--- src/design/ricp_ram.sv ---
module ricp_ram #(
  parameter int WIDTH = 32,
  parameter int DEPTH = 16
) (
  input  logic                     clk,
  input  logic                     we,
  input  logic [$clog2(DEPTH)-1:0] waddr,
  input  logic [WIDTH-1:0]         wdata,
  input  logic [$clog2(DEPTH)-1:0] raddr,
  output logic [WIDTH-1:0]         rdata
);

  logic [WIDTH-1:0] mem [DEPTH];

  always_ff @(posedge clk) begin
    if (we) begin
      mem[waddr] <= wdata;
    end
    rdata <= mem[raddr];
  end

endmodule

--- config.mk ---
export PLATFORM = sky130hd
export DESIGN_NAME = ricp_ram
export DESIGN_NICKNAME = d
export VERILOG_FILES = /design/src/design/ricp_ram.sv
export SDC_FILE = /design/constraint.sdc
export NUM_CORES = 1
export LEC_CHECK = 0
export BUFFER_PORTS_ARGS = -buffer_cell sky130_fd_sc_hd__buf_4
export CAP_MARGIN = 20
export CORE_ASPECT_RATIO = 1.1
export CORE_MARGIN = 10
export CORE_UTILIZATION = 45
export DETAILED_ROUTE_END_ITERATION = 8
export PLACE_DENSITY = 0.63
export SETUP_SLACK_MARGIN = 0.15
export SLEW_MARGIN = 25
export SYNTH_ARGS = -nofsm -noshare
export SYNTH_HDL_FRONTEND = slang
export SYNTH_SLANG_ARGS = --single-unit
--- constraint.sdc ---
create_clock -name clk -period 7 [get_ports clk]
set_input_delay 0.7 -clock clk [delete_from_list [all_inputs] [get_ports clk]]
set_output_delay 0.7 -clock clk [all_outputs]
set_load 0.01 [all_outputs]
# Word level (Yosys, flattened, before mapping)
# Memory sizes are Yosys's and may differ from the RTL's. A register that Yosys moved wholly into a read port is not among the register bits.
# Cells that the tools add are included.
# word_totals
ff_bits	0
n_memories	1
elab_cells	3
ramBits	512
output_inout_bits	32
input_bits	42
# op_classes
mux	2
# memory_table
name	words	width	rd	rd_ports_with_merged_regs	write_ports	line_no	source
mem	16	32	1	1	1	13	logic [WIDTH-1:0] mem [DEPTH];
# ops
op	n
1-bit two-way mux	2

# Depth between registers and ports, before layout
# logic_depth
ltp_word	2
ltp_mapped	5
mapped_depth_nobuf	3

# Worst setup path after synthesis
# OpenSTA, ideal clock, no wires.
# synth_timing
path_kind	input to register
startpoint	input port waddr[2]
endpoint	memory mem[0][0], enable pin
path_slack_ns	3.120
t_required_ns	6.539
stages	2
n_path_buf	0
setup_ns	0.461
arrival_time_ns	3.418
path_cell_list	or3b_2 > nor3_1
# synth_rtl
element	line_no	source
from (decl)	7	input logic [$clog2(DEPTH)-1:0] waddr,
to (decl)	13	
# No word-level cell before the write port.

==> summary.txt <==
Finish
  – Most frequent cells in the layout: 512 x edfxtp_1, 128 x mux4_2, 98 x buf_4, 64 x a22oi_1, 52 x clkbuf_16
  – Fraction of layout cells with a size suffix above 1: 32.9%
  – Synth-to-Final Area Change: 15.6%
  – Commonest non-fill, non-tap cell in the layout: edfxtp_1
  – Nets: 989

Global routing
  – Initial antenna violation count: 5
  – Largest net degree at the start of global routing: 69
  – Global route overflow: 0
  – Vias in the first global route: 9371
  – Global-route wire length before repair: 62400 um
  – Total GRT Usage: 16.2%

STA
  – Post-route setup TNS: 0 ns
  – Crit share post-route: 39.1%
  – Final Hold Vio Count: 0
  – Worst Max-Slew Pin Slew: 1.01 ns
  – Relative slew slack: 32.4%
  – RSZ-0062 raised after global routing: no
  – Clock Skews: 0.0232 ns
  – Final Max Slew Viols: 0
  – Final Setup Violations: 0
  – Post-route minimum period: 2.73 ns
  – Fmax: 366 MHz
  – Setup ws final: 4.27 ns

Critical path
  – Worst Setup End Kind: register
  – Required time worst endpoint: 7.45 ns
  – Crit-path max FO: 68
  – R2r endpoint: rdata[31]
  – Critical Path AT: 3.18 ns
  – Reg2Reg Depth: 3
  – Reg2Reg Launch Point: mem[2][31]
  – WS Path Type: in2reg
  – End of the critical path: rdata[31]
  – CP dominant cell by count: buf_4
  – Crit-path cells: buf_4, buf_4, mux4_2, a22oi_1, nand2_1
  – Crit-path slowest cell: buf_4
  – Critical Path Max Stage Delay: 0.94 ns
  – R2R Setup Slk: 5.69 ns
  – CP startpoint: raddr[1]
  – Critical path launch point type: input port

Pwr
  – Clock share of power: 41.0%
  – Peak supply drop: 0.000158 V
  – Pwr per Cell Area: 295 nW/um2
  – Static leakage: 7.36 nW
  – Net Sw Power: 1.35 mW
  – Logic pwr share: 4.9%
  – Sw Share: 19.9%
  – Sequential share of power: 54.1%
  – Int Power: 5.43 mW

Floorplanning
  – Row Count: 80
  – Die Y: 240 um
  – Initial Util: 45.6%
  – I/O Pins: 74
  – Core area: 43500 um2
  – Die area: 52900 um2
  – Die width: 220 um

Detailed routing
  – Residual DRC count: 0
  – DRT iter0 DRCs: 764
  – Wire per inst: 26.9 um
  – Vias per inst: 5.70
  – Routed WL: 42000 um
  – Routed via count: 8913
  – Pre-antenna DRT Iters: 5
  – DRT antenna net count: 0

Place
  – GP Congestion: 0.720
  – Setup WS pre-CTS: 3.65 ns
  – Detailed Place HPWL: 21600 um
  – Number of I/O port buffers: 73

Clocking
  – CTS Sinks: 544
  – CTS Buffer Depth: 3
  – CTS H-tree depth: 2
  – CTS Hold Bufs: 0
  – Cts bufs inserted: 51
  – Clk slew on worst S/H paths: 0.06 ns
  – Post-CTS Setup Inserts: 0
  – Post-cts sizing count: 0
  – Latest clock arrival within the worst-skew pair: 0.59 ns
  – TritonCTS clock tree: done
  – CTS root buf: clkbuf_16

Yosys
  – Mapped Cells: 838
  – Mean area per synthesized cell: 23.7 um2
  – Synthesized cell area: 19900 um2
  – Post-synthesis cell type count: 18
  – Yosys warning count: 0
  – Syn nets: 880
  – #FFs+latches synth: 544
  – Sequential share of the synthesized area: 80.7%

Run status
  – Status: finished, final reports clean

Job
  – Max_cap viols: 0

Min path
  – Hold Crit Class: in2reg
[routing by layer]
layer  share of wire [%]  wire length, um  vias up  track usage [%]
li1                    -                -     3793                -
met1                  42            17600     4763             21.8
met2                  49            20500      295             26.1
met3                 7.3             3050       56             3.86
met4                 1.8              765        6             4.28
met5               0.083               35        -                0
[worst min-delay path by stage]
stage | slack (ns) | depth (start not counted) | to | startpoint
3_3_place_gp | 0.65 | 3 | rdata[9] | mem[15][9]
2_1_floorplan | 0.63 | 3 | rdata[0] | mem[14][0]
3_5_place_dp | 0.65 | 3 | rdata[9] | mem[14][9]
4_1_cts | 0.38 | 1 | mem[12][30] | wdata[30]
6_report | 0.41 | 1 | mem[1][20] | wdata[20]
5_1_grt | 0.41 | 1 | mem[14][30] | wdata[30]
[through the flow]
stage / utilization, % / power (mW) / instance area (um2) / hold WS (ns) / instances
final: 52.7 / 6.78 / 22900 / 0.408 / 1564
after global routing: 52.7 / 7.00 / 22900 / 0.411 / 1563
after CTS: 52.7 / 6.84 / 22900 / 0.384 / 1562
after detailed placement: 48.8 / 4.08 / 21200 / 0.651 / 1468
after global placement: 48.8 / 4.07 / 21200 / 0.646 / 1468
after floorplan: - / 3.91 / 19900 / 0.635 / 838
[power groups by stage]
stage | combinational (mW) | clock [mW] | sequential [mW]
6_report | 0.333 | 2.78 | 3.67
5_1_grt | 0.364 | 2.96 | 3.67
4_1_cts | 0.342 | 2.84 | 3.67
3_5_place_dp | 0.342 | 0 | 3.74
3_3_place_gp | 0.337 | 0 | 3.73
2_1_floorplan | 0.175 | 0 | 3.74
[synth_stat cells, drive strengths merged]
library cell	count	area [um2]
buf	26	159
nand3	1	5.00
nand2b	2	12.5
nor2	13	48.8
clkbuf	17	63.8
and2	1	6.26
edfxtp	512	15400
a22oi	64	480
nand2	33	124
nor3	4	20.0
nor2b	2	12.5
or3b	1	8.76
dfxtp	32	641
nand3b	2	15.0
mux4	128	2880
[registers in the layout, summed over array words and instances (netlist names)]
signal,count
mem,512
rdata,32
[area by class of cell]
type | count | area [um2]
Fill cell | 3306 | 20600
Sequential cell | 544 | 16000
Multi-Input combinational cell | 251 | 3750
Clock buffer | 68 | 1410
Timing Repair Buffer | 99 | 749
Tap cell | 574 | 718
Clock inverter | 26 | 298
Antenna cell | 2 | 5.00
[worst max-delay path, delay by kind of cell]
kind | cells | cell delay [ns]
AO/OA/AOI/OAI | 1 | 0.24
buffers and inverters | 2 | 1.64
multiplexers | 1 | 0.43
AND/OR/NAND/NOR | 1 | 0.10
[logic make-up after synthesis]
group / after synthesis / share of synthesized area [%]
AOI/OAI and AO/OA: 64 / 2.42
buffers and inverters: 43 / 1.12
DFF: 544 / 80.7
muxes: 128 / 14.5
and+or+nand+nor: 59 / 1.27
Power figures use the tool's default switching activity.
