### src/design/ricp_pkg.sv
package ricp_pkg;

  localparam int NB_MAX = 8;
  localparam int NR_MAX = 14;
  localparam int KEY_ROWS = NR_MAX + 1;
  localparam int ROW_AW = $clog2(KEY_ROWS);
  localparam int DEF_MAX_COLUMNS = 8;
  localparam int DEF_MAX_ROUNDS = 14;
  localparam int CFG_AW = 3;

  localparam logic [CFG_AW-1:0] REG_KEY_LENGTH   = 3'd0;
  localparam logic [CFG_AW-1:0] REG_BLOCK_LENGTH = 3'd1;
  localparam logic [CFG_AW-1:0] REG_KEY_PART_0   = 3'd2;
  localparam logic [CFG_AW-1:0] REG_KEY_PART_1   = 3'd3;
  localparam logic [CFG_AW-1:0] REG_KEY_PART_2   = 3'd4;
  localparam logic [CFG_AW-1:0] REG_KEY_PART_3   = 3'd5;

  localparam logic [1:0] LEN_128 = 2'd0;
  localparam logic [1:0] LEN_192 = 2'd1;

  localparam logic [7:0] RCON_FIRST = 8'h01;

  typedef logic [NB_MAX-1:0][31:0] word_row_t;

  typedef struct packed {
    logic        action;
    logic [63:0] data_0;
    logic [63:0] data_1;
    logic [63:0] data_2;
    logic [63:0] data_3;
  } in_t;

  typedef struct packed {
    logic [63:0] result_0;
    logic [63:0] result_1;
    logic [63:0] result_2;
    logic [63:0] result_3;
  } out_t;

  typedef struct packed {
    logic              load;
    logic              first;
    logic              round;
    logic              out_load;
    logic              dec;
    logic              last;
    logic [ROW_AW-1:0] row;
  } dp_cmd_t;

  function automatic logic [3:0] words_of(input logic [1:0] code);
    logic [3:0] w;
    case (code)
      LEN_128: w = 4'd4;
      LEN_192: w = 4'd6;
      default: w = 4'd8;
    endcase
    return w;
  endfunction

  function automatic logic [3:0] rounds_of(input logic [1:0] kcode, input logic [1:0] bcode);
    logic [3:0] nk;
    logic [3:0] nb;
    nk = words_of(kcode);
    nb = words_of(bcode);
    return (nk > nb ? nk : nb) + 4'd6;
  endfunction

  function automatic logic [7:0] xtime(input logic [7:0] a);
    return {a[6:0], 1'b0} ^ (a[7] ? 8'h1b : 8'h00);
  endfunction

  localparam logic [7:0] SBOX [256] = '{
    8'd99,8'd124,8'd119,8'd123,8'd242,8'd107,8'd111,8'd197,
    8'd48,8'd1,8'd103,8'd43,8'd254,8'd215,8'd171,8'd118,
    8'd202,8'd130,8'd201,8'd125,8'd250,8'd89,8'd71,8'd240,
    8'd173,8'd212,8'd162,8'd175,8'd156,8'd164,8'd114,8'd192,
    8'd183,8'd253,8'd147,8'd38,8'd54,8'd63,8'd247,8'd204,
    8'd52,8'd165,8'd229,8'd241,8'd113,8'd216,8'd49,8'd21,
    8'd4,8'd199,8'd35,8'd195,8'd24,8'd150,8'd5,8'd154,
    8'd7,8'd18,8'd128,8'd226,8'd235,8'd39,8'd178,8'd117,
    8'd9,8'd131,8'd44,8'd26,8'd27,8'd110,8'd90,8'd160,
    8'd82,8'd59,8'd214,8'd179,8'd41,8'd227,8'd47,8'd132,
    8'd83,8'd209,8'd0,8'd237,8'd32,8'd252,8'd177,8'd91,
    8'd106,8'd203,8'd190,8'd57,8'd74,8'd76,8'd88,8'd207,
    8'd208,8'd239,8'd170,8'd251,8'd67,8'd77,8'd51,8'd133,
    8'd69,8'd249,8'd2,8'd127,8'd80,8'd60,8'd159,8'd168,
    8'd81,8'd163,8'd64,8'd143,8'd146,8'd157,8'd56,8'd245,
    8'd188,8'd182,8'd218,8'd33,8'd16,8'd255,8'd243,8'd210,
    8'd205,8'd12,8'd19,8'd236,8'd95,8'd151,8'd68,8'd23,
    8'd196,8'd167,8'd126,8'd61,8'd100,8'd93,8'd25,8'd115,
    8'd96,8'd129,8'd79,8'd220,8'd34,8'd42,8'd144,8'd136,
    8'd70,8'd238,8'd184,8'd20,8'd222,8'd94,8'd11,8'd219,
    8'd224,8'd50,8'd58,8'd10,8'd73,8'd6,8'd36,8'd92,
    8'd194,8'd211,8'd172,8'd98,8'd145,8'd149,8'd228,8'd121,
    8'd231,8'd200,8'd55,8'd109,8'd141,8'd213,8'd78,8'd169,
    8'd108,8'd86,8'd244,8'd234,8'd101,8'd122,8'd174,8'd8,
    8'd186,8'd120,8'd37,8'd46,8'd28,8'd166,8'd180,8'd198,
    8'd232,8'd221,8'd116,8'd31,8'd75,8'd189,8'd139,8'd138,
    8'd112,8'd62,8'd181,8'd102,8'd72,8'd3,8'd246,8'd14,
    8'd97,8'd53,8'd87,8'd185,8'd134,8'd193,8'd29,8'd158,
    8'd225,8'd248,8'd152,8'd17,8'd105,8'd217,8'd142,8'd148,
    8'd155,8'd30,8'd135,8'd233,8'd206,8'd85,8'd40,8'd223,
    8'd140,8'd161,8'd137,8'd13,8'd191,8'd230,8'd66,8'd104,
    8'd65,8'd153,8'd45,8'd15,8'd176,8'd84,8'd187,8'd22
  };

  localparam logic [7:0] INV_SBOX [256] = '{
    8'd82,8'd9,8'd106,8'd213,8'd48,8'd54,8'd165,8'd56,
    8'd191,8'd64,8'd163,8'd158,8'd129,8'd243,8'd215,8'd251,
    8'd124,8'd227,8'd57,8'd130,8'd155,8'd47,8'd255,8'd135,
    8'd52,8'd142,8'd67,8'd68,8'd196,8'd222,8'd233,8'd203,
    8'd84,8'd123,8'd148,8'd50,8'd166,8'd194,8'd35,8'd61,
    8'd238,8'd76,8'd149,8'd11,8'd66,8'd250,8'd195,8'd78,
    8'd8,8'd46,8'd161,8'd102,8'd40,8'd217,8'd36,8'd178,
    8'd118,8'd91,8'd162,8'd73,8'd109,8'd139,8'd209,8'd37,
    8'd114,8'd248,8'd246,8'd100,8'd134,8'd104,8'd152,8'd22,
    8'd212,8'd164,8'd92,8'd204,8'd93,8'd101,8'd182,8'd146,
    8'd108,8'd112,8'd72,8'd80,8'd253,8'd237,8'd185,8'd218,
    8'd94,8'd21,8'd70,8'd87,8'd167,8'd141,8'd157,8'd132,
    8'd144,8'd216,8'd171,8'd0,8'd140,8'd188,8'd211,8'd10,
    8'd247,8'd228,8'd88,8'd5,8'd184,8'd179,8'd69,8'd6,
    8'd208,8'd44,8'd30,8'd143,8'd202,8'd63,8'd15,8'd2,
    8'd193,8'd175,8'd189,8'd3,8'd1,8'd19,8'd138,8'd107,
    8'd58,8'd145,8'd17,8'd65,8'd79,8'd103,8'd220,8'd234,
    8'd151,8'd242,8'd207,8'd206,8'd240,8'd180,8'd230,8'd115,
    8'd150,8'd172,8'd116,8'd34,8'd231,8'd173,8'd53,8'd133,
    8'd226,8'd249,8'd55,8'd232,8'd28,8'd117,8'd223,8'd110,
    8'd71,8'd241,8'd26,8'd113,8'd29,8'd41,8'd197,8'd137,
    8'd111,8'd183,8'd98,8'd14,8'd170,8'd24,8'd190,8'd27,
    8'd252,8'd86,8'd62,8'd75,8'd198,8'd210,8'd121,8'd32,
    8'd154,8'd219,8'd192,8'd254,8'd120,8'd205,8'd90,8'd244,
    8'd31,8'd221,8'd168,8'd51,8'd136,8'd7,8'd199,8'd49,
    8'd177,8'd18,8'd16,8'd89,8'd39,8'd128,8'd236,8'd95,
    8'd96,8'd81,8'd127,8'd169,8'd25,8'd181,8'd74,8'd13,
    8'd45,8'd229,8'd122,8'd159,8'd147,8'd201,8'd156,8'd239,
    8'd160,8'd224,8'd59,8'd77,8'd174,8'd42,8'd245,8'd176,
    8'd200,8'd235,8'd187,8'd60,8'd131,8'd83,8'd153,8'd97,
    8'd23,8'd43,8'd4,8'd126,8'd186,8'd119,8'd214,8'd38,
    8'd225,8'd105,8'd20,8'd99,8'd85,8'd33,8'd12,8'd125
  };

endpackage

### src/design/ricp_keyexp.sv
module ricp_keyexp
  import ricp_pkg::*;
#(
  parameter int MAX_COLUMNS = DEF_MAX_COLUMNS,
  parameter int MAX_ROUNDS = DEF_MAX_ROUNDS
) (
  input  logic              clk,
  input  logic              rst,
  input  logic              restart,
  input  logic [1:0]        key_length,
  input  logic [1:0]        block_length,
  input  logic [3:0][63:0]  key_part,
  output logic              busy,
  output logic              we,
  output logic [ROW_AW-1:0] waddr,
  output word_row_t         wdata
);

  localparam int KEY_WORDS = MAX_COLUMNS * (MAX_ROUNDS + 1);
  localparam int IW = $clog2(KEY_WORDS + 1);

  logic [IW-1:0]     idx;
  logic [2:0]        col;
  logic [ROW_AW-1:0] row;
  logic [2:0]        kmod;
  logic [7:0]        rc;
  logic [NB_MAX-1:0][31:0] win;
  word_row_t         rowbuf;

  logic [3:0]  nk;
  logic [3:0]  nb;
  logic [3:0]  nr;
  logic [7:0]  full;
  logic [IW-1:0] total;
  logic [63:0] part;
  logic [31:0] prev;
  logic [31:0] tmp;
  logic [31:0] word;
  logic        last_col;
  logic        last_word;
  word_row_t   rowbuf_next;

  always_comb begin
    nk = words_of(key_length);
    nb = words_of(block_length);
    nr = rounds_of(key_length, block_length);
    full = {4'd0, nb} * ({4'd0, nr} + 8'd1);
    total = (32'(full) < KEY_WORDS) ? IW'(full) : IW'(KEY_WORDS);
    part = key_part[idx[2:1]];
    prev = win[0];
    tmp = prev;
    if (kmod == 3'd0) begin
      tmp = {SBOX[prev[23:16]], SBOX[prev[15:8]], SBOX[prev[7:0]], SBOX[prev[31:24]]}
            ^ {rc, 24'd0};
    end else if (nk == 4'd8 && kmod == 3'd4) begin
      tmp = {SBOX[prev[31:24]], SBOX[prev[23:16]], SBOX[prev[15:8]], SBOX[prev[7:0]]};
    end
    if (idx < IW'(nk)) begin
      word = idx[0] ? part[31:0] : part[63:32];
    end else begin
      word = win[nk[2:0] - 3'd1] ^ tmp;
    end
    last_col = (col == nb[2:0] - 3'd1);
    last_word = (idx == total - IW'(1));
    rowbuf_next = rowbuf;
    rowbuf_next[col] = word;
  end

  assign we = busy && (last_col || last_word);
  assign waddr = row;
  assign wdata = rowbuf_next;

  always_ff @(posedge clk) begin
    if (rst || restart) begin
      busy <= 1'b1;
      idx <= '0;
      col <= '0;
      row <= '0;
      kmod <= '0;
      rc <= RCON_FIRST;
    end else if (busy) begin
      idx <= idx + IW'(1);
      col <= last_col ? 3'd0 : col + 3'd1;
      row <= last_col ? row + ROW_AW'(1) : row;
      kmod <= (kmod == nk[2:0] - 3'd1) ? 3'd0 : kmod + 3'd1;
      if (idx >= IW'(nk) && kmod == 3'd0) begin
        rc <= xtime(rc);
      end
      if (last_word) begin
        busy <= 1'b0;
      end
    end
  end

  always_ff @(posedge clk) begin
    if (busy) begin
      rowbuf <= rowbuf_next;
      win <= {win[NB_MAX-2:0], word};
    end
  end

endmodule

### config.mk
export PLATFORM = sky130hd
export DESIGN_NAME = ricp_keyexp
export DESIGN_NICKNAME = d
export VERILOG_FILES = /design/src/design/ricp_pkg.sv /design/src/design/ricp_keyexp.sv
export SDC_FILE = /design/constraint.sdc
export NUM_CORES = 2
export LEC_CHECK = 0
export BUFFER_PORTS_ARGS = -buffer_cell sky130_fd_sc_hd__buf_2
export CAP_MARGIN = 40
export CORE_MARGIN = 2
export CORE_UTILIZATION = 50
export CTS_CLUSTER_SIZE = 25
export DETAILED_ROUTE_END_ITERATION = 6
export PLACE_DENSITY = 0.74
export SYNTH_ARGS = -nofsm -noshare
export SYNTH_HDL_FRONTEND = slang
export SYNTH_SLANG_ARGS = --single-unit
### constraint.sdc
create_clock -name clk -period 14.1 [get_ports clk]
set_input_delay 0.705 -clock clk [delete_from_list [all_inputs] [get_ports clk]]
set_output_delay 0.705 -clock clk [all_outputs]
set_load 0.005 [all_outputs]
After elaboration in Yosys (flattened, before gate mapping)
Memory sizes are Yosys's and may differ from the RTL's.
Cells that the tools add are included.
{"block": "op_classes", "n_addsub": 9, "mul": 1, "order_cmp": 12, "n_eq_ne": 7, "muxes": 28, "bitwise": 7, "n_reduce_logical": 11}
{"op": "$bwmux 256", "n": 1}
{"op": "$mux 32", "n": 6}
{"op": "$bmux 64 s2", "n": 1}
{"op": "$bmux 32 s3", "n": 1}
{"op": "$demux 32 s3", "n": 1}
{"op": "$mux 64", "n": 1}
{"op": "$mux 8", "n": 8}
{"op": "$xor 32x32->32", "n": 2}
{"op": "$ge 9x9->1 const B", "n": 4}
{"op": "$not 8->9", "n": 4}
{"op": "$pmux 4 s2", "n": 2}
{"op": "$lt 3x4->1 const B", "n": 2}
{"op": "$lt 8x7->1 const B", "n": 1}
{"op": "$mul 4x5->8", "n": 1}
{"op": "$xor 8x5->8", "n": 1}
{"op": "$add 7x1->7 const B", "n": 1}
{"op": "$eq 7x7->1", "n": 1}
{"op": "$ge 7x4->1", "n": 1}
{"op": "$lt 7x4->1", "n": 1}
{"op": "$mux 7", "n": 1}
{"op": "$sub 7x1->7 const B", "n": 1}
{"op": "$add 3x1->3 const B", "n": 2}
{"op": "$eq 3x3->1", "n": 2}
{"op": "$mux 3", "n": 2}
{"op": "18 further kinds", "n": 27}
{"block": "word_totals", "reg_bits": 538, "romBits": 8192, "input_bits": 263, "out_inout_bits": 262, "word_cells": 101, "memories": 4}
{"name": "(no name shown)", "words": 256, "width": 8, "read_ports": 1, "rd_clocked_by_memory_dff": 0, "write_ports": 0, "line_no": "ricp_keyexp.sv:56", "source": "tmp = {SBOX[prev[31:24]], SBOX[prev[23:16]], SBOX[prev[15:8]], SBOX[prev[7:0]]};"}
{"name": "(no name shown)", "words": 256, "width": 8, "read_ports": 1, "rd_clocked_by_memory_dff": 0, "write_ports": 0, "line_no": "ricp_keyexp.sv:56"}
{"name": "(no name shown)", "words": 256, "width": 8, "read_ports": 1, "rd_clocked_by_memory_dff": 0, "write_ports": 0, "line_no": "ricp_keyexp.sv:56"}
{"name": "(no name shown)", "words": 256, "width": 8, "read_ports": 1, "rd_clocked_by_memory_dff": 0, "write_ports": 0, "line_no": "ricp_keyexp.sv:56"}

Logic depth before layout (Yosys ltp)
{"block": "logic_depth", "ltp_word": 13, "mapped_depth": 20, "depth_no_buf": 18}

Worst setup path after synthesis
No wires, ideal clock.
{"block": "synth_timing", "kind": "reg2reg", "from": "register busy", "to": "register rc[0]", "setup_time_ps": 120, "arrival_ps": 14131, "t_required_ps": 13980, "setup_slack_ps": -151, "path_stages_with_launch": 6, "path_buffers": 1, "period_less_slack_ps": 14251, "path_cell_list": "dfxtp_1 -> inv_1 -> a211oi_1 -> clkbuf_1 -> mux2i_1 -> nand2_1"}
{"block": "synth_between", "elab_chain_len": 1}
{"item": "start: declaration", "line_no": "ricp_keyexp.sv:13", "source": "output logic busy,"}
{"item": "start signal: assignment", "line_no": "ricp_keyexp.sv:75", "source": "busy <= 1'b1;"}
{"item": "start signal: assignment", "line_no": "ricp_keyexp.sv:90", "source": "busy <= 1'b0;"}
{"item": "$reduce_and 2->1 (no line)"}
{"item": "end signal: assignment", "line_no": "ricp_keyexp.sv:87", "source": "rc <= xtime(rc);"}
{"item": "end: declaration", "line_no": "ricp_keyexp.sv:26", "source": "logic [7:0] rc;"}
Every way passes these cells.
A chain may end at the register's enable or synchronous reset.

==> results.md <==
* Register bit count reported by yosys at 538
* Flop pwr share at 32.9%
* F_max at 152 MHz
* Max-slew headroom at 27.4%
* Commonest non-fill, non-tap cell in the layout: buf_2
* Clock-pin transition on the worst setup and hold timing paths at 0.07 ns
* Post-Layout Inst Area at 42200 sq um
* DRT antenna net count at 0
* Combinational share of power at 45.2%
* RR Endpoint: rowbuf[243]
* Fin util at 56.7%
* Unique masters post-synth at 102
* Post-CTS resize count at 0
* Mapped Nets at 4225
* Die Y at 278 um
* Internal Power at 3.89 mW
* Max-cap violation count at 0
* First-pass GRT wire length at 223 mm
* Synthesis-to-layout area growth at 12.6%
* Via Count at 36100
* Starting density of the core at 50.4%
* Reg2Reg Setup Slack at 8.75 ns
* Critical Path End Type: output port
* RSZ-0062 raised after global routing: false
* Fin crit period at 6.57 ns
* Initial antenna violation count at 14
* Post-synth EDFFs at 512
* Setup TNS at 0 ns
* Setup Skew at 0.0380 ns
* DR iter-0 viols at 6259
* Max IR drop VDD at 108 uV
* Vias in the first global route at 32900
* Number of setup violations in the final report at 0
* Num CTS Buffers at 53
* Reg2reg start: prev[10]
* Layout cells sized above 1 at 22.3%
* Critical Path Start Type: register
* Final HPWL DP at 107 mm
* Count of input and output buffers at 524
* Worst-skew pair later-pin latency at 0.62 ns
* Core Region at 74300 sq um
* Placed inst area at 40400 sq um
* Slew at the pin closest to its max-slew limit at 1.09 ns
* GRT Total Usage at 38.3%
* H-tree depth at 2
* Power Density at 158 nW/um^2
* NetSw at 2.77 mW
* Sequential area share after synthesis at 42.4%
* Reg2reg path depth at 12
* CTS sink count at 538
* DP Worst Slack at 8.31 ns
* Clock buffer depth at 3
* Leakage power at 16.4 nW
* Sw frac at 41.6%
* Setup crit end: wdata[243]
* Required @ worst endpoint at 13.40 ns
* Commonest non-fill, non-tap cells in the layout: 528 x buf_2, 512 x edfxtp_1, 499 x nand2_1
* Ys Warns at 0
* Die area at 77100 sq um
* Clock share of power at 21.9%
* Top FF cell, synth: edfxtp_1
* Critical Path Fanout Max at 73
* CP startpoint: prev[10]
* Cells after synthesis at 3889
* Worst setup margin at 7.53 ns
* Root buf cell: clkbuf_16
* Syn avg cell area at 9.63 sq um
* Period utilisation layout at 46.6%
* Post-CTS setup buffers at 0
* Largest net degree at the start of global routing at 192
* Grt ovf at 0
* I/O pins at 525
* Hold crit path type: register to register
* Critical path class: register to output port
* Mapped Area at 37500 sq um
* Routed WL per cell at 29.7 um
* Die Width at 278 um
* Status: complete, but fails checks
* Fillers at 6541
* Failing checks: DRC
* DRC at 10
* TritonCTS clock tree: done
* Vias per cell at 6.95
* Hold buffers post-CTS at 0
* Asr flop ratio synth at 0%
* Drt pass-1 iters at 7
* DRT Wirelength at 154 mm
* Final nets at 4516
* Routability cong. at 1.03
* Fin. max-slew vios at 0
* Arrival @ worst endpoint at 5.86 ns
* Hold Fails Final Rpt at 0
* FP Rows at 100
[through the flow]
step	total power [mW]	std cells	hold WS, ns
final	6.66	5194	0.387
after global routing	6.88	5194	0.397
after CTS	6.53	5191	0.390
after detailed placement	5.08	5092	0.405
after global placement	5.08	5080	0.400
after floorplan	4.03	3889	0.400
[power by group through the flow]
stage	clock network (mW)	registers (mW)	logic, mW
6_report	1.46	2.19	3.01
5_1_grt	1.53	2.21	3.14
4_1_cts	1.47	2.19	2.88
3_5_place_dp	0	2.21	2.87
3_3_place_gp	0	2.20	2.88
2_1_floorplan	0	2.19	1.85
[worst max-delay path, cell delays in order, from the launching register on]
cell and delay, ns:
edfxtp_1 0.33, buf_4 0.51, buf_4 0.68, inv_2 0.54
o211ai_1 0.26, a31oi_1 0.12, a221oi_1 0.35, a311oi_1 0.09
a221oi_1 0.60, o221ai_1 0.41, xnor2_1 0.23, o21ai_1 0.59
o21ai_0 0.28, buf_2 0.19
[layout make-up]
class | count | area [sq um] | area share, %
inverters | 69 | 259 | 0.614
repair buffers | 630 | 3510 | 8.33
clock inverters | 31 | 353 | 0.837
well taps | 969 | 1210 | 2.87
multi-input cells | 2888 | 19500 | 46.3
flip-flops and latches | 538 | 15900 | 37.7
diodes | 1 | 2.50 | 0.00593
clock buffers | 68 | 1400 | 3.33
[registers in the layout, summed over array words and instances, names as in the netlist]
register / cells
rowbuf: 256
win: 224
prev: 32
rc: 8
idx: 7
waddr: 4
col: 3
kmod: 3
busy: 1
[layer usage]
layer	up-vias	share of wire [%]	track usage, %	wire length [um]
met5	-	0.018	0	28
met1	17300	38	52.8	58900
met4	4	5.5	18.3	8540
met2	2857	44	58.3	67800
li1	15500	-	-	-
met3	455	12	7.30	18800
[kinds of logic after synthesis]
group / Yosys count / share of synthesized area [%]
AO/OA/AOI/OAI: 1243 / 22.5
XOR/XNOR: 64 / 1.60
adder cells (fa/ha/maj): 73 / 2.44
buffers and inverters: 463 / 5.52
flip-flops: 538 / 42.4
multiplexers: 216 / 9.25
AND/OR/NAND/NOR: 1292 / 16.3
[cell usage after synthesis (all sizes together), types with 12 or more instances]
master	number	area, sq um
a2111oi	20	175
a211o	19	166
a211oi	69	518
a21o	18	135
a21oi	214	1080
a221oi	23	214
a22oi	12	95.1
a311o	12	120
a311oi	52	455
a31o	12	105
a31oi	57	363
and2	35	224
and3	12	75.1
buf	167	956
clkbuf	227	853
dfxtp	26	521
edfxtp	512	15400
ha	73	913
inv	65	244
mux2	22	248
mux2i	92	921
mux4	102	2300
nand2	503	1890
nand2b	91	569
nand3	81	405
nand3b	12	90.1
nand4	13	81.3
nor2	250	956
nor2b	105	659
nor3	97	497
o211ai	48	365
o21a	12	90.1
o21ai	359	1860
o221ai	77	674
o22ai	19	119
o311ai	30	263
o31ai	82	616
o32ai	13	114
or2	28	175
or3	26	163
xnor2	51	477
xor2	13	121
[worst min-delay path by stage]
stage          slack (ns)  startpoint        to  cells after the start
2_1_floorplan        0.40     win[68]  win[100]                      0
4_1_cts              0.39     win[59]   win[91]                      0
3_3_place_gp         0.40     win[63]   win[95]                      0
6_report             0.39     win[59]   win[91]                      0
5_1_grt              0.40    win[128]  win[160]                      0
3_5_place_dp         0.40     win[82]  win[114]                      0
No activity file was read; power rests on OpenSTA's default activity.
