`src/design/ricp_pkg.sv`:
```
package ricp_pkg;

  localparam int NB_MAX = 8;
  localparam int NR_MAX = 14;
  localparam int KEY_ROWS = NR_MAX + 1;
  localparam int ROW_AW = $clog2(KEY_ROWS);
  localparam int DEF_MAX_COLUMNS = 8;
  localparam int DEF_MAX_ROUNDS = 14;
  localparam int CFG_AW = 3;

  localparam logic [CFG_AW-1:0] REG_KEY_LENGTH   = 3'd0;
  localparam logic [CFG_AW-1:0] REG_BLOCK_LENGTH = 3'd1;
  localparam logic [CFG_AW-1:0] REG_KEY_PART_0   = 3'd2;
  localparam logic [CFG_AW-1:0] REG_KEY_PART_1   = 3'd3;
  localparam logic [CFG_AW-1:0] REG_KEY_PART_2   = 3'd4;
  localparam logic [CFG_AW-1:0] REG_KEY_PART_3   = 3'd5;

  localparam logic [1:0] LEN_128 = 2'd0;
  localparam logic [1:0] LEN_192 = 2'd1;

  localparam logic [7:0] RCON_FIRST = 8'h01;

  typedef logic [NB_MAX-1:0][31:0] word_row_t;

  typedef struct packed {
    logic        action;
    logic [63:0] data_0;
    logic [63:0] data_1;
    logic [63:0] data_2;
    logic [63:0] data_3;
  } in_t;

  typedef struct packed {
    logic [63:0] result_0;
    logic [63:0] result_1;
    logic [63:0] result_2;
    logic [63:0] result_3;
  } out_t;

  typedef struct packed {
    logic              load;
    logic              first;
    logic              round;
    logic              out_load;
    logic              dec;
    logic              last;
    logic [ROW_AW-1:0] row;
  } dp_cmd_t;

  function automatic logic [3:0] words_of(input logic [1:0] code);
    logic [3:0] w;
    case (code)
      LEN_128: w = 4'd4;
      LEN_192: w = 4'd6;
      default: w = 4'd8;
    endcase
    return w;
  endfunction

  function automatic logic [3:0] rounds_of(input logic [1:0] kcode, input logic [1:0] bcode);
    logic [3:0] nk;
    logic [3:0] nb;
    nk = words_of(kcode);
    nb = words_of(bcode);
    return (nk > nb ? nk : nb) + 4'd6;
  endfunction

  function automatic logic [7:0] xtime(input logic [7:0] a);
    return {a[6:0], 1'b0} ^ (a[7] ? 8'h1b : 8'h00);
  endfunction

  localparam logic [7:0] SBOX [256] = '{
    8'd99,8'd124,8'd119,8'd123,8'd242,8'd107,8'd111,8'd197,
    8'd48,8'd1,8'd103,8'd43,8'd254,8'd215,8'd171,8'd118,
    8'd202,8'd130,8'd201,8'd125,8'd250,8'd89,8'd71,8'd240,
    8'd173,8'd212,8'd162,8'd175,8'd156,8'd164,8'd114,8'd192,
    8'd183,8'd253,8'd147,8'd38,8'd54,8'd63,8'd247,8'd204,
    8'd52,8'd165,8'd229,8'd241,8'd113,8'd216,8'd49,8'd21,
    8'd4,8'd199,8'd35,8'd195,8'd24,8'd150,8'd5,8'd154,
    8'd7,8'd18,8'd128,8'd226,8'd235,8'd39,8'd178,8'd117,
    8'd9,8'd131,8'd44,8'd26,8'd27,8'd110,8'd90,8'd160,
    8'd82,8'd59,8'd214,8'd179,8'd41,8'd227,8'd47,8'd132,
    8'd83,8'd209,8'd0,8'd237,8'd32,8'd252,8'd177,8'd91,
    8'd106,8'd203,8'd190,8'd57,8'd74,8'd76,8'd88,8'd207,
    8'd208,8'd239,8'd170,8'd251,8'd67,8'd77,8'd51,8'd133,
    8'd69,8'd249,8'd2,8'd127,8'd80,8'd60,8'd159,8'd168,
    8'd81,8'd163,8'd64,8'd143,8'd146,8'd157,8'd56,8'd245,
    8'd188,8'd182,8'd218,8'd33,8'd16,8'd255,8'd243,8'd210,
    8'd205,8'd12,8'd19,8'd236,8'd95,8'd151,8'd68,8'd23,
    8'd196,8'd167,8'd126,8'd61,8'd100,8'd93,8'd25,8'd115,
    8'd96,8'd129,8'd79,8'd220,8'd34,8'd42,8'd144,8'd136,
    8'd70,8'd238,8'd184,8'd20,8'd222,8'd94,8'd11,8'd219,
    8'd224,8'd50,8'd58,8'd10,8'd73,8'd6,8'd36,8'd92,
    8'd194,8'd211,8'd172,8'd98,8'd145,8'd149,8'd228,8'd121,
    8'd231,8'd200,8'd55,8'd109,8'd141,8'd213,8'd78,8'd169,
    8'd108,8'd86,8'd244,8'd234,8'd101,8'd122,8'd174,8'd8,
    8'd186,8'd120,8'd37,8'd46,8'd28,8'd166,8'd180,8'd198,
    8'd232,8'd221,8'd116,8'd31,8'd75,8'd189,8'd139,8'd138,
    8'd112,8'd62,8'd181,8'd102,8'd72,8'd3,8'd246,8'd14,
    8'd97,8'd53,8'd87,8'd185,8'd134,8'd193,8'd29,8'd158,
    8'd225,8'd248,8'd152,8'd17,8'd105,8'd217,8'd142,8'd148,
    8'd155,8'd30,8'd135,8'd233,8'd206,8'd85,8'd40,8'd223,
    8'd140,8'd161,8'd137,8'd13,8'd191,8'd230,8'd66,8'd104,
    8'd65,8'd153,8'd45,8'd15,8'd176,8'd84,8'd187,8'd22
  };

  localparam logic [7:0] INV_SBOX [256] = '{
    8'd82,8'd9,8'd106,8'd213,8'd48,8'd54,8'd165,8'd56,
    8'd191,8'd64,8'd163,8'd158,8'd129,8'd243,8'd215,8'd251,
    8'd124,8'd227,8'd57,8'd130,8'd155,8'd47,8'd255,8'd135,
    8'd52,8'd142,8'd67,8'd68,8'd196,8'd222,8'd233,8'd203,
    8'd84,8'd123,8'd148,8'd50,8'd166,8'd194,8'd35,8'd61,
    8'd238,8'd76,8'd149,8'd11,8'd66,8'd250,8'd195,8'd78,
    8'd8,8'd46,8'd161,8'd102,8'd40,8'd217,8'd36,8'd178,
    8'd118,8'd91,8'd162,8'd73,8'd109,8'd139,8'd209,8'd37,
    8'd114,8'd248,8'd246,8'd100,8'd134,8'd104,8'd152,8'd22,
    8'd212,8'd164,8'd92,8'd204,8'd93,8'd101,8'd182,8'd146,
    8'd108,8'd112,8'd72,8'd80,8'd253,8'd237,8'd185,8'd218,
    8'd94,8'd21,8'd70,8'd87,8'd167,8'd141,8'd157,8'd132,
    8'd144,8'd216,8'd171,8'd0,8'd140,8'd188,8'd211,8'd10,
    8'd247,8'd228,8'd88,8'd5,8'd184,8'd179,8'd69,8'd6,
    8'd208,8'd44,8'd30,8'd143,8'd202,8'd63,8'd15,8'd2,
    8'd193,8'd175,8'd189,8'd3,8'd1,8'd19,8'd138,8'd107,
    8'd58,8'd145,8'd17,8'd65,8'd79,8'd103,8'd220,8'd234,
    8'd151,8'd242,8'd207,8'd206,8'd240,8'd180,8'd230,8'd115,
    8'd150,8'd172,8'd116,8'd34,8'd231,8'd173,8'd53,8'd133,
    8'd226,8'd249,8'd55,8'd232,8'd28,8'd117,8'd223,8'd110,
    8'd71,8'd241,8'd26,8'd113,8'd29,8'd41,8'd197,8'd137,
    8'd111,8'd183,8'd98,8'd14,8'd170,8'd24,8'd190,8'd27,
    8'd252,8'd86,8'd62,8'd75,8'd198,8'd210,8'd121,8'd32,
    8'd154,8'd219,8'd192,8'd254,8'd120,8'd205,8'd90,8'd244,
    8'd31,8'd221,8'd168,8'd51,8'd136,8'd7,8'd199,8'd49,
    8'd177,8'd18,8'd16,8'd89,8'd39,8'd128,8'd236,8'd95,
    8'd96,8'd81,8'd127,8'd169,8'd25,8'd181,8'd74,8'd13,
    8'd45,8'd229,8'd122,8'd159,8'd147,8'd201,8'd156,8'd239,
    8'd160,8'd224,8'd59,8'd77,8'd174,8'd42,8'd245,8'd176,
    8'd200,8'd235,8'd187,8'd60,8'd131,8'd83,8'd153,8'd97,
    8'd23,8'd43,8'd4,8'd126,8'd186,8'd119,8'd214,8'd38,
    8'd225,8'd105,8'd20,8'd99,8'd85,8'd33,8'd12,8'd125
  };

endpackage

```
`src/design/ricp_ctrl.sv`:
```
module ricp_ctrl
  import ricp_pkg::*;
(
  input  logic              clk,
  input  logic              rst,
  input  logic              in_valid,
  output logic              in_ready,
  input  logic              action,
  input  logic              exp_busy,
  input  logic [3:0]        nr,
  output logic              out_valid,
  input  logic              out_ready,
  output dp_cmd_t           cmd,
  output logic [ROW_AW-1:0] raddr
);

  typedef enum logic [3:0] {
    S_IDLE  = 4'b0001,
    S_KEY   = 4'b0010,
    S_ROUND = 4'b0100,
    S_DONE  = 4'b1000
  } state_t;

  state_t            state;
  state_t            state_next;
  logic [ROW_AW-1:0] krow;
  logic [ROW_AW-1:0] krow_next;
  logic              dec;
  logic [ROW_AW-1:0] step;
  logic              last;

  always_comb begin
    step = dec ? krow - ROW_AW'(1) : krow + ROW_AW'(1);
    last = dec ? (krow == '0) : (krow == ROW_AW'(nr));
    in_ready = (state == S_IDLE) && !exp_busy;
    state_next = state;
    krow_next = krow;
    cmd = '0;
    cmd.dec = dec;
    cmd.row = krow;
    cmd.last = last;
    case (state)
      S_IDLE: begin
        if (in_valid && in_ready) begin
          cmd.load = 1'b1;
          krow_next = action ? ROW_AW'(nr) : '0;
          state_next = S_KEY;
        end
      end
      S_KEY: begin
        cmd.first = 1'b1;
        krow_next = step;
        state_next = S_ROUND;
      end
      S_ROUND: begin
        cmd.round = 1'b1;
        if (last) begin
          state_next = S_DONE;
        end else begin
          krow_next = step;
        end
      end
      S_DONE: begin
        if (!out_valid || out_ready) begin
          cmd.out_load = 1'b1;
          state_next = S_IDLE;
        end
      end
      default: begin
        state_next = S_IDLE;
      end
    endcase
    raddr = krow_next;
  end

  always_ff @(posedge clk) begin
    if (rst) begin
      state <= S_IDLE;
      out_valid <= 1'b0;
      krow <= '0;
      dec <= 1'b0;
    end else begin
      state <= state_next;
      krow <= krow_next;
      if (cmd.load) begin
        dec <= action;
      end
      if (cmd.out_load) begin
        out_valid <= 1'b1;
      end else if (out_ready) begin
        out_valid <= 1'b0;
      end
    end
  end

endmodule

```
`config.mk`:
```
export PLATFORM = sky130hd
export DESIGN_NAME = ricp_ctrl
export DESIGN_NICKNAME = d
export VERILOG_FILES = /design/src/design/ricp_pkg.sv /design/src/design/ricp_ctrl.sv
export SDC_FILE = /design/constraint.sdc
export NUM_CORES = 1
export LEC_CHECK = 0
export ABC_AREA = 1
export BUFFER_PORTS_ARGS = -buffer_cell sky130_fd_sc_hd__buf_4
export CORE_MARGIN = 5
export CORE_UTILIZATION = 49
export CTS_CLUSTER_DIAMETER = 80
export DETAILED_ROUTE_END_ITERATION = 10
export PLACE_DENSITY = 0.77
export SETUP_SLACK_MARGIN = 0.5
export SLEW_MARGIN = 25
export SYNTH_ARGS = -nofsm -noshare
export SYNTH_HDL_FRONTEND = slang
export SYNTH_SLANG_ARGS = --single-unit
```
`constraint.sdc`:
```
create_clock -name clk -period 1.7 [get_ports clk]
set_clock_uncertainty 0.1 [all_clocks]
set_input_delay 0.085 -clock clk [delete_from_list [all_inputs] [get_ports clk]]
set_output_delay 0.085 -clock clk [all_outputs]
set_load 0.005 [all_outputs]
```
==> flow_summary.yaml, run 1 <==
run_status:
  status: "stopped before the end"
  stop_stage: "global routing (5_1_grt)"
  error_line: "[ERROR DPL-0038] Utilization greater than 100%, impossible to legalize"
floorplan:
  ioPinCount: 26
  die_w_um: 50.9
  floorplan.initialDensity: 0.532
  die_h_um: 50.9
  rows: 14
yosys:
  synth_area_leaders: "dfxtp_1, nand2_1, nand2_2, inv_1, a21oi_2"
  yosysTopAreaCell: "dfxtp_1"
  yosysWarnings: 0
  syn_area_per_cell_um2: 6.96
  syn-cell-area_um2: 821
  synth_cells: 118
  seq_area_frac_synth: 0.244
  ys_seq_elements: 10
  synth.distinct_cells: 24
  synth_fp_nets: 131
  synth_top_area_share: 0.244
placed_design:
  gp_congestion: 0.861
  dpl.hpwl_mm: 1.62
  numPortBuffers: 25
  post-place-ws_ns: 0.154
clock_network:
  cts_sinks: 10
  cts_buffers: 3
  root_buffer: "clkbuf_4"
  htreeDepth: 1
  clk_path_buf_depth: 2
sta:
  worst_path_end_type: "top-level output"
  crit_endpoint: "raddr[2]"
global_route:
  grt_max_degree: 10
==> timing repair <==
action                     4_1_cts
hold buffers                     1
pin swaps                        7
resized for setup               38
setup endpoints to repair       17
hold endpoints to repair         8
buffers inserted                20
==> logic make-up after synthesis <==
kind of cell / synth area share
AOI/OAI and AO/OA: 0.0899
xor gates and xnor gates: 0.0320
and+or+nand+nor: 0.456
buffers and inverters: 0.123
DFF: 0.244
adders and majority gates: 0.0549
==> stage by stage <==
| step | area [um2] | instances | TNS [ns] | utilization |
|---|---|---|---|---|
| 2_1_floorplan | 877 | 118 | 0 | - |
| 4_1_cts | 1410 | 180 | -0.256 | 0.912 |
| 3_5_place_dp | 1060 | 155 | 0 | 0.687 |
| 3_3_place_gp | 1060 | 155 | 0 | 0.687 |
==> cells in the mapped netlist <==
| cell type | instances |
|---|---|
| dfxtp_1 | 10 |
| ha_1 | 2 |
| nor2_4 | 2 |
| buf_1 | 1 |
| fa_1 | 1 |
| nor2_1 | 8 |
| nor2_2 | 2 |
| nand2_1 | 24 |
| nor3_4 | 1 |
| xnor2_1 | 2 |
| nand4_1 | 3 |
| nor3_2 | 1 |
| inv_1 | 16 |
| xor2_1 | 1 |
| buf_4 | 3 |
| inv_2 | 4 |
| nand3_1 | 7 |
| a21oi_1 | 6 |
| nand3_2 | 3 |
| nor3_1 | 2 |
| nor4_1 | 1 |
| nand2_2 | 12 |
| a21oi_2 | 5 |
| nand3_4 | 1 |
==> inputs of run 2 (changes only) <==
--- a/config.mk
+++ b/config.mk
@@ -7,12 +7,10 @@
 export LEC_CHECK = 0
 export ABC_AREA = 1
 export BUFFER_PORTS_ARGS = -buffer_cell sky130_fd_sc_hd__buf_4
-export CORE_MARGIN = 5
-export CORE_UTILIZATION = 49
-export CTS_CLUSTER_DIAMETER = 80
+export CORE_AREA = 5 5 66 68
 export DETAILED_ROUTE_END_ITERATION = 10
-export PLACE_DENSITY = 0.77
-export SETUP_SLACK_MARGIN = 0.5
+export DIE_AREA = 0 0 71 73
+export PLACE_DENSITY_LB_ADDON = 0.15
 export SLEW_MARGIN = 25
 export SYNTH_ARGS = -nofsm -noshare
 export SYNTH_HDL_FRONTEND = slang
==> run 2 against run 1 <==
  * Area after synthesis is the same
  * The flow now finishes, with violations (setup timing)
  * Synthesized cell count unchanged
==> flow_summary.yaml, run 2 <==
run_status:
  status: "complete, but fails checks"
  violations: "setup timing"
detailed_routing:
  drt_iter0_drc: 14
  avgViaCountPerCell: 4.12
  remaining_drc_errors: 0
  ant_nets: 0
  wirelength_mm: 2.31
  drt_pre_antenna_iters: 3
  vias: 866
  wl_per_cell_um: 11.0
final_layout:
  mostFrequentLayoutCells: "buf_4, nand2_1, inv_1, nand2_2"
  final_cells: 210
  seqCellArea_um2: 220
  nets: 174
  layout-drive-gt1-share: 0.644
  layout_commonest_cell: "buf_4"
  largestRegisters: "krow (4), state (4)"
  multi_input_comb_area_um2: 678
  diodes: 0
  n_fill_cell: 420
  syn_to_final_growth_pct: 74.2
critical_path:
  crit_path_end_kind: "output port"
  critical_path_class: "reg -> out"
  crit_arrival_ns: 1.54
  worstPathRequired_ns: 1.51
  crit_path_start_kind: "register"
  cp_max_fo: 5
power_and_ir_drop:
  irDropWorstVdd_v: 0.000378
  p_leak_nw: 0.680
  p_per_area_nw_per_um2: 597
  totalPowerFinal_mw: 0.854
yosys:
  synth_area_leaders: "dfxtp_1, nand2_1, nand2_2, inv_1, a21oi_2"
  synth.distinct_cells: 24
  syn-cell-area_um2: 821
  async_flop_share: 0
  synth_edf_count: 0
  synth_top_area_share: 0.244
  synth_cells: 118
  yosysMostFrequentCell: "nand2_1"
  syn_area_per_cell_um2: 6.96
  yosysTopAreaCell: "dfxtp_1"
  ys_seq_elements: 10
  seq_area_frac_synth: 0.244
  synth_commonest_cells: "nand2_1, inv_1, nand2_2"
  synth_fp_nets: 131
  yosysWarnings: 0
  synth_ff_type: "dfxtp_1"
sta:
  hold_viol: 0
  setup_tns_ns: -0.0628
  finalSetupViolations: 4
  slew_headroom: 0.822
  max_freq_mhz: 580
  maxSlewViolCount: 0
  setup_slack_ns: -0.0233
  rsz0062_at_grt: "yes"
  timing.final.crit_share: 1.01
  worstMarginPinSlew_ns: 0.265
  post-route-min-period_ns: 1.72
clock_network:
  htreeDepth: 1
  cts_buffers: 3
  clk_pin_slew_ns: 0.05
  clk_latency_ns: 0.24
  cts_tree: "done"
  root_buffer: "clkbuf_8"
  clk_path_buf_depth: 2
  cts_sinks: 10
placed_design:
  numPortBuffers: 25
  gp_congestion: 0.738
  post-place-ws_ns: 0.0585
  dpl.cell_count: 195
  dpl.hpwl_mm: 1.86
global_route:
  grt_pass1_wl_mm: 3.78
  grt_max_degree: 10
  grt_overflow: 0
  grt_usage: 0.0919
  antenna_found_initial: 0
  first_global_vias: 867
floorplan:
  rows: 23
  die_h_um: 73
  die-area_um2: 5180
  ioPinCount: 26
  floorplan.initialDensity: 0.216
  die_w_um: 71
  coreArea_um2: 3800
min_path:
  holdCritPathClass: "in -> reg"
flow_run:
  maxCapViolCount: 0
-- run 2: cell counts after synthesis --
No cell type changed its count.
-- run 2: repair_timing --
action / in CTS / in global routing
pin swaps: 16 / 13
hold endpoints to repair: 5 / 0
gates resized for setup: 37 / 15
buffers inserted: 6 / 4
cloned: 0 / 0
hold buffers: 1 / 0
setup endpoints to repair: 4 / 4
-- run 2: worst paths after layout --
kind	depth (start not counted)	to	slack [ns]	start
setup / recovery	10	raddr[2]	-0.02	dec
hold reg to reg	2	krow[1]	0.44	krow[1]
setup reg to reg	8	state[0]	0.17	state[1]
hold / removal	3	state[1]	0.04	in_valid
-- run 2: final cells by class --
type / instances / area share
Clock buffer: 4 / 0.0385
Inverter: 20 / 0.0542
Multi-Input combinational cell: 84 / 0.474
Sequential cell: 10 / 0.154
Tap cell: 50 / 0.0437
Timing Repair Buffer: 42 / 0.235
-- run 2: logic make-up (layout without fill, tap and decap cells) --
family | after synthesis | count (layout) | share of synthesized area
simple gates | 67 | 67 | 0.456
buf+inv | 24 | 66 | 0.123
compound gates | 11 | 11 | 0.0899
flops | 10 | 10 | 0.244
fa+ha+maj | 3 | 3 | 0.0549
xor+xnor | 3 | 3 | 0.0320
-- run 2: worst max-delay path, cell delays in order (launching register included) --
cell	delay, ns
dfxtp_4	0.37
buf_6	0.13
inv_4	0.05
nand2_2	0.04
a21oi_2	0.11
nand2_2	0.09
nand3_4	0.10
nand2_8	0.08
a21oi_4	0.16
nand2_2	0.07
buf_6	0.11
-- run 2: stage by stage --
stage / cell area [um2] / hold slack [ns] / util
after floorplan: 821 / 0.0925 / -
after global placement: 1090 / 0.234 / 0.287
after detailed placement: 1090 / 0.241 / 0.287
after CTS: 1340 / 0.0401 / 0.352
after global routing: 1430 / 0.0844 / 0.376
final: 1430 / 0.0440 / 0.376
-- run 2: metal layers --
layer  share of wire  vias up  global-route usage
met2            0.51       15               0.162
met1            0.43      393               0.102
li1                -      454                   -
met5               0        -                   0
met3           0.041        4              0.0262
met4           0.020        0              0.0438
-- run 2: report_power, final --
| part | leakage (nW) | internal [mW] | switching (mW) |
|---|---|---|---|
| clock | 0.0288 | 0.204 | 0.0930 |
| sequential | 0.0855 | 0.245 | 0.0177 |
| combinational | 0.566 | 0.143 | 0.153 |
No activity file was read; power rests on OpenSTA's default activity.
==> inputs of run 3 (changes only) <==
--- a/config.mk
+++ b/config.mk
@@ -7,6 +7,8 @@
 export LEC_CHECK = 0
 export ABC_AREA = 1
 export BUFFER_PORTS_ARGS = -buffer_cell sky130_fd_sc_hd__buf_4
+export CELL_PAD_IN_SITES_DETAIL_PLACEMENT = 1
+export CELL_PAD_IN_SITES_GLOBAL_PLACEMENT = 2
 export CORE_AREA = 5 5 66 68
 export DETAILED_ROUTE_END_ITERATION = 10
 export DIE_AREA = 0 0 71 73
==> run 3 against run 2 <==
  * The run still ends with setup timing left
  * Die area unchanged
  * Global-route usage rose by 1.3 points
  * Maximum frequency shrank 3.7%
  * Critical path type unchanged
  * Critical endpoint unchanged
==> flow_summary.yaml, run 3 (same netlist as run 2, synthesis figures left out) <==
placed_design:
  numPortBuffers: 25
  dpl.hpwl_mm: 2.09
  gp_congestion: 0.763
  dpl.cell_count: 197
clock_network:
  root_buffer: "clkbuf_8"
  clk_latency_ns: 0.24
  cts_buffers: 3
  clk_pin_slew_ns: 0.05
  clk_path_buf_depth: 2
  cts_sinks: 10
  cts_tree: "done"
  htreeDepth: 1
power_and_ir_drop:
  irDropWorstVdd_v: 0.000369
  p_per_area_nw_per_um2: 600
  p_leak_nw: 0.691
critical_path:
  cp_max_fo: 4
  crit_top_cell: "buf_6"
  cp-startpoint: "dec"
  crit_path_start_kind: "register"
  critical-path-max-stage-delay_ns: 0.37
  path_cells: "buf_6 > fa_2 > xor2_1 > a21oi_4 > nand2_1 > buf_6"
  crit_path_end_kind: "output port"
  cp.buffers_inverters: 2
  crit_arrival_ns: 1.60
  cpMaxStageDelayCell: "dfxtp_4"
  critPathTopFamily: "flip-flops"
  worstPathRequired_ns: 1.51
  critical_path_class: "reg -> out"
  r2r_start: "dec"
sta:
  setup_tns_ns: -0.207
  timing.final.crit_share: 1.05
  max_freq_mhz: 559
  worstMarginPinSlew_ns: 0.258
  maxSlewViolCount: 0
  rsz0062_at_grt: "yes"
  finalSetupViolations: 4
  setup_slack_ns: -0.0888
  slew_headroom: 0.828
  post-route-min-period_ns: 1.79
  hold_viol: 0
global_route:
  grt_overflow: 0
  first_global_vias: 933
  grt_usage: 0.105
  grt_pass1_wl_mm: 4.30
  grt_max_degree: 10
  antenna_found_initial: 0
final_layout:
  syn_to_final_growth_pct: 76.5
  layout_commonest_cell: "buf_4"
  layout-drive-gt1-share: 0.633
  n_fill_cell: 470
  largestRegisters: "krow (4), state (4)"
  nets: 180
  diodes: 0
  mostFrequentLayoutCells: "buf_4, nand2_1, nand2_2"
  final_cells: 216
min_path:
  holdCritPathClass: "in -> reg"
  hp-start: "out_ready"
floorplan:
  ioPinCount: 26
  coreArea_um2: 3800
  die_w_um: 71
  die_h_um: 73
  rows: 23
  floorplan.initialDensity: 0.216
  die-area_um2: 5180
detailed_routing:
  remaining_drc_errors: 0
  ant_nets: 0
  drt_iter0_drc: 12
  drt_pre_antenna_iters: 3
  avgViaCountPerCell: 4.09
  wl_per_cell_um: 12.3
  vias: 884
  wirelength_mm: 2.66
run_status:
  violations: "setup timing"
  status: "complete, but fails checks"
flow_run:
  maxCapViolCount: 0
==> run 3: cell types whose count changed in the layout (fill, tap and decap cells not counted), sizes merged <==
cell / previous run / this run
buf: 41 / 47
==> run 3: final cells by class <==
type	instances	area, um2	share of cell area
Sequential cell	10	219	0.151
Clock buffer	4	55.1	0.0380
Inverter	20	75.1	0.0518
Multi-Input combinational cell	84	652	0.450
Tap cell	50	62.6	0.0432
Timing Repair Buffer	48	385	0.266
==> run 3: metrics by stage <==
stage                     power (mW)  utilization  worst slack (ns)  instance area [um2]  hold slack (ns)
after global placement         0.508        0.291            0.0329                 1100            0.234
after global routing           0.924        0.381            -0.171                 1450            0.109
final                          0.869        0.381           -0.0888                 1450           0.0716
after CTS                      0.843        0.345           -0.0617                 1310           0.0819
after floorplan                0.406            -             0.187                  821           0.0925
after detailed placement       0.510        0.291            0.0406                 1100            0.239
==> run 3: worst min-delay path, stage by stage <==
cell	delay [ns]
buf_4	0.07
nor2_1	0.05
nor2_1	0.11
nor2_1	0.04
==> run 3: final timing paths <==
kind / cells past startpoint / slack (ns) / endpoint
max: 6 / -0.09 / raddr[2]
min: 4 / 0.07 / out_valid
max reg2reg: 7 / 0.02 / krow[2]
min reg2reg: 2 / 0.44 / krow[1]
==> run 3: metal layers <==
layer  wire length [um]  global-route usage
met5                  0                   0
met4                 10              0.0188
met3                111              0.0289
met2               1340               0.185
met1               1200               0.128
==> run 3: report_power, final <==
group          internal, mW  total, mW  switching (mW)
Clock                 0.204      0.305           0.100
Combinational         0.150      0.307           0.157
Sequential            0.242      0.258          0.0163
==> run 3: timing repair <==
action                                 in CTS  in global routing
hold buffers                                1                  0
resized for setup                          25                 21
setup endpoints to repair                   4                  5
pin swaps                                  10                 13
buffers inserted                            8                  6
endpoints found under the hold margin       4                  0
